[src/rtl/poly1305_mac_defines.svh]
// Assertion macros used by the poly1305 back end.
// No dependencies.
`ifndef POLY1305_MAC_DEFINES_SVH
`define POLY1305_MAC_DEFINES_SVH
`define P1305_ASSERT(label, clk, rst, prop, msg) \
   label: assert property (@(posedge clk) disable iff (rst) (prop)) else $error(msg);
`define P1305_NEVER(label, clk, rst, cond, msg) \
   label: assert property (@(posedge clk) disable iff (rst) !(cond)) else $error(msg);
`endif

[src/rtl/p1305_pkg.sv]
// Types and constants for the poly1305 authenticator.
// Used by all poly1305 RTL modules.
package p1305_pkg;
   localparam int QueueDepth = 2;
   localparam logic [63:0] ClampLow  = 64'h0ffffffc0fffffff;
   localparam logic [63:0] ClampHigh = 64'h0ffffffc0ffffffc;
   localparam logic [1:0] CsrRLow  = 2'd0;
   localparam logic [1:0] CsrRHigh = 2'd1;
   localparam logic [1:0] CsrSLow  = 2'd2;
   localparam logic [1:0] CsrSHigh = 2'd3;

   typedef struct packed {
      logic [63:0] block_low;
      logic [63:0] block_high;
      logic [4:0]  block_length;
      logic        last_block;
   } req_type;

   typedef struct packed {
      logic [63:0] tag_low;
      logic [63:0] tag_high;
   } rsp_type;

   // classified work for the back end: padded 129-bit block
   typedef struct packed {
      logic [128:0] msg;
      logic         absorb;
      logic         last;
   } work_type;
endpackage

[src/rtl/p1305_front.sv]
// Front end: pads and classifies message blocks, queues them.
// Depends on p1305_pkg.
module p1305_front #(
   parameter int Depth = p1305_pkg::QueueDepth
) (
   input  logic                clock,
   input  logic                reset,
   input  logic                push,
   output logic                full,
   input  p1305_pkg::req_type  req,
   output logic                work_valid,
   input  logic                work_take,
   output p1305_pkg::work_type work
);
   import p1305_pkg::*;
   localparam int AW = (Depth > 1) ? $clog2(Depth) : 1;

   work_type        mem_ff [Depth];
   logic [AW-1:0]   wr_ff, wr_in, rd_ff, rd_in;
   logic [AW:0]     cnt_ff, cnt_in;
   work_type        cls;
   logic [4:0]      len;
   logic [128:0]    data, mask;

   always_comb begin
      len = (req.block_length > 5'd16) ? 5'd16 : req.block_length;
      data = {1'b0, req.block_high, req.block_low};
      mask = (129'd1 << {len, 3'b000}) - 129'd1;
      cls.msg = (data & mask) | (129'd1 << {len, 3'b000});
      cls.absorb = (len != 5'd0);
      cls.last = req.last_block;
   end

   assign full = (cnt_ff == (AW+1)'(Depth));
   assign work_valid = (cnt_ff != '0);
   assign work = mem_ff[rd_ff];

   always_comb begin
      wr_in = wr_ff;
      rd_in = rd_ff;
      if (push && !full) wr_in = (wr_ff == AW'(Depth-1)) ? '0 : wr_ff + 1'b1;
      if (work_take && work_valid) rd_in = (rd_ff == AW'(Depth-1)) ? '0 : rd_ff + 1'b1;
      cnt_in = cnt_ff + (AW+1)'(push && !full) - (AW+1)'(work_take && work_valid);
   end

   always_ff @(posedge clock) begin
      if (reset) begin
         wr_ff <= '0;
         rd_ff <= '0;
         cnt_ff <= '0;
      end else begin
         wr_ff <= wr_in;
         rd_ff <= rd_in;
         cnt_ff <= cnt_in;
      end
      if (push && !full) mem_ff[wr_ff] <= cls;
   end
endmodule

[config.mk]
export PLATFORM = sky130hd
export DESIGN_NAME = p1305_front
export DESIGN_NICKNAME = d
export VERILOG_FILES = /design/src/rtl/poly1305_mac_defines.svh /design/src/rtl/p1305_pkg.sv /design/src/rtl/p1305_front.sv
export SDC_FILE = /design/constraint.sdc
export NUM_CORES = 1
export LEC_CHECK = 0
export ABC_AREA = 0
export ABC_CLOCK_PERIOD_IN_PS = 3950
export BUFFER_PORTS_ARGS = -buffer_cell sky130_fd_sc_hd__buf_2
export CAP_MARGIN = 10
export CORE_UTILIZATION = 45
export CTS_BUF_LIST = sky130_fd_sc_hd__clkbuf_16
export CTS_CLUSTER_SIZE = 12
export DETAILED_ROUTE_END_ITERATION = 8
export PLACE_DENSITY = 0.69
export REMOVE_ABC_BUFFERS = 1
export SETUP_SLACK_MARGIN = 0.5
export SLEW_MARGIN = 20
export SYNTH_ARGS = -nofsm -noshare
export SYNTH_HDL_FRONTEND = slang
export SYNTH_SLANG_ARGS = --single-unit
export TNS_END_PERCENT = 10
[constraint.sdc]
create_clock -name clock -period 3.95 [get_ports clock]
set_input_delay 0 -clock clock [delete_from_list [all_inputs] [get_ports clock]]
set_output_delay 0 -clock clock [all_outputs]
set_load 0.01 [all_outputs]
==> flow_metrics.tcl <==
set metrics [dict create \
    outcome "complete, no violations" \
    cts_resized 0 \
    rsz0062_at_grt "no" \
    rr_endpoint "mem_ff[0][61]" \
    hold_ws_ns 0.0323 \
    dr_total_vias 6862 \
    rows 56 \
    grt_max_degree 65 \
    fin_area_um2 14800 \
    first_pass_iters 4 \
    setup_violations 0 \
    final.fill_count 1751 \
    ys.flop_type "edfxtp_1" \
    core_area_um2 23600 \
    drt_iter0_markers 352 \
    drt_wl_total_um 24900 \
    hpwl_um 15300 \
    hp-class "in2reg" \
    crit_required_ns 3.95 \
    cts_setup_buffers 0 \
    port_buffers 270 \
    cts_buffers 28 \
    fin_tns_setup_ns 0 \
    seq_area_frac_synth 0.730 \
    die_w_um 158 \
    max_freq_mhz 394 \
    postRouteAntennaNets 0 \
    synth_top_area_share 0.721 \
    clkTransAtPathRegs_ns 0.06 \
    cts_tree "done" \
    drc_errors 0 \
    min_period_ns 2.54 \
    drive_gt1_frac 0.426 \
    crit_slowest_cell "dfxtp_4" \
    ys_ff_latch 267 \
    drv_cap 0 \
    synthArstFlopShare 0 \
    viasPerCell 4.93 \
    ff2ff_path_depth 5 \
    crit_type "reg2out" \
    slew_violations 0 \
    holdPathEnd "mem_ff[0][50]" \
    yosysWarnings 0 \
    crit_path_cell_trace "buf_4 -> mux2_2 -> buf_2" \
    clock_skew_ns 0.0123 \
    switching_share 0.279 \
    cp_max_fo 64 \
    max_slew.worst_pin.slew_ns 1.08 \
    grt_use_total 0.198 \
    io_pins 271 \
    antenna_found_initial 1 \
    htree_levels 1 \
    endpoint_kind "primary output" \
    p_sw_uw 2350 \
    synth_area_leaders "edfxtp_1, mux2_2, and2_1" \
    place_area_um2 12600 \
    p_clk_frac 0.273 \
    cts.path.max_buffers 3 \
    power_density_nw_per_um2 568 \
    r2r_start "cnt_ff[0]" \
    cpPeakStageDelay_ns 0.96 \
    final_nets 1195 \
    worstHoldStart "req[2]" \
    final_util 0.627 \
    p_int_uw 6060 \
    synth_area_um2 10900 \
    cp-start-kind "flop" \
    synth_top_area_cell "edfxtp_1" \
    vdd_drop_max_mv 0.531 \
    worst-path-buf-inv 2 \
    crit_family "flip-flops" \
    wl_per_cell_um 17.9 \
    grt_pass1_vias 7128 \
    avgSynthCellArea_um2 17.1 \
    synth-edff-count 262 \
    finalCritPeriodShare 0.643 \
    arrival_ns 2.54 \
    syn_to_final_growth_pct 35.6 \
    gp_congestion 0.723 \
    clock_latency_ns 0.53 \
    p_seq_frac 0.457 \
    worstHoldPathCells 3 \
    cts.sinks 267 \
    grt_pass1_wl_um 37500 \
    combPwrFrac 0.269 \
    synth.distinct_cells 39 \
    r2r_slack_ns 1.66 \
    slew_headroom 0.275 \
    dieArea_um2 24900 \
    netlist_instances 639 \
    p_leak_uw 0.00579 \
    root_buffer "clkbuf_16" \
    hold_violations 0 \
    grt_overflow 0 \
    chipHeight_um 158 \
    start_util 0.462 \
    postCtsHoldBufs 138 \
]
## metal layers
layer / GRT usage / vias to the layer above / wire [um]
met4: 0.0518 / 0 / 548
met1: 0.249 / 3332 / 10200
met2: 0.339 / 247 / 12200
met5: 0 / - / 0
met3: 0.0534 / 40 / 2010
li1: - / 3243 / -
## cell usage in the layout (no fill, tap or decap), types with 7 or more instances in the layout
master / synthesis / routed
mux2_2: 132 / 132
nor2_1: 8 / 8
inv_1: 6 / 16
o21ai_0: 9 / 9
nor2b_1: 37 / 37
buf_2: 20 / 270
buf_4: 0 / 7
dlygate4sd3_1: 0 / 138
nand2_1: 14 / 14
and2_1: 44 / 44
and2b_1: 9 / 9
clkbuf_16: 0 / 29
edfxtp_1: 262 / 262
and3_1: 30 / 29
## worst reg2reg max path: cells and delay by family (launching register included)
family / cells / cell delay (ns)
simple gates: 2 / 0.55
flops: 1 / 0.36
buf+inv: 3 / 1.02
## worst max-delay path by stage
stage / endpoint / slack, ns / cells after the start
2_1_floorplan: mem_ff[1][0] / -0.10 / 2
3_3_place_gp: mem_ff[0][61] / 1.67 / 5
3_5_place_dp: mem_ff[0][66] / 1.63 / 7
4_1_cts: work[72] / 1.36 / 3
5_1_grt: work[20] / 1.27 / 3
6_report: work[72] / 1.41 / 3
## stage by stage
step                      total power, uW  setup WS, ns  cells
final                                8400          1.41   1393
after CTS                            8480          1.36   1390
after floorplan                      5240        -0.100    607
after global placement               6030          1.67   1205
after global routing                 8820          1.27   1391
after detailed placement             6060          1.63   1205
## final cells by class
type | count | area, um^2 | area share
multi-input cells | 334 | 2770 | 0.187
repair buffers | 417 | 2830 | 0.191
well taps | 319 | 399 | 0.0270
inverters | 6 | 27.5 | 0.00186
clock buffers | 29 | 726 | 0.0490
clock inverters | 18 | 77.6 | 0.00524
diodes | 3 | 7.51 | 0.000507
flip-flops and latches | 267 | 7970 | 0.539
## synthesized netlist by cell type, types with 2 or more instances
| cell | instances |
|---|---|
| edfxtp_1 | 262 |
| mux2_2 | 132 |
| and2_1 | 44 |
| nor2b_1 | 37 |
| and3_1 | 30 |
| buf_2 | 20 |
| nand2_1 | 14 |
| clkbuf_1 | 10 |
| and2b_1 | 9 |
| o21ai_0 | 9 |
| nor2_1 | 8 |
| inv_1 | 6 |
| a21oi_1 | 5 |
| dfxtp_1 | 5 |
| a22o_1 | 4 |
| or3_1 | 4 |
| a21o_1 | 3 |
| ha_1 | 3 |
| nand3_1 | 3 |
| o211ai_1 | 3 |
| o21a_1 | 3 |
| or2_2 | 3 |
| a32o_1 | 2 |
| buf_6 | 2 |
| nand2b_1 | 2 |
| nor3_1 | 2 |
| xor2_1 | 2 |
## power by group through the flow
stage	registers, uW	logic [uW]	clock network (uW)
floorplan	3960	1290	0
global placement	3880	2150	0
detailed placement	3910	2150	0
CTS	3850	2280	2350
global route	3890	2450	2470
finish	3840	2260	2300
## flip-flops by register name (all words and copies together), names as in the netlist, named ones only
register	count
mem_ff	262
wr_ff	1
rd_ff	1
cnt_ff	2
## kinds of logic (layout without fill, tap and decap cells)
group / after synthesis / after routing / synth area share
flops: 267 / 267 / 0.730
simple gates: 162 / 162 / 0.0896
mux: 132 / 132 / 0.136
buf+inv: 38 / 470 / 0.0167
compound gates: 34 / 34 / 0.0216
fa+ha+maj: 3 / 3 / 0.00344
xor+xnor: 3 / 3 / 0.00241
other cells: 0 / 3 / 0
(Power assumes the default switching activity.)
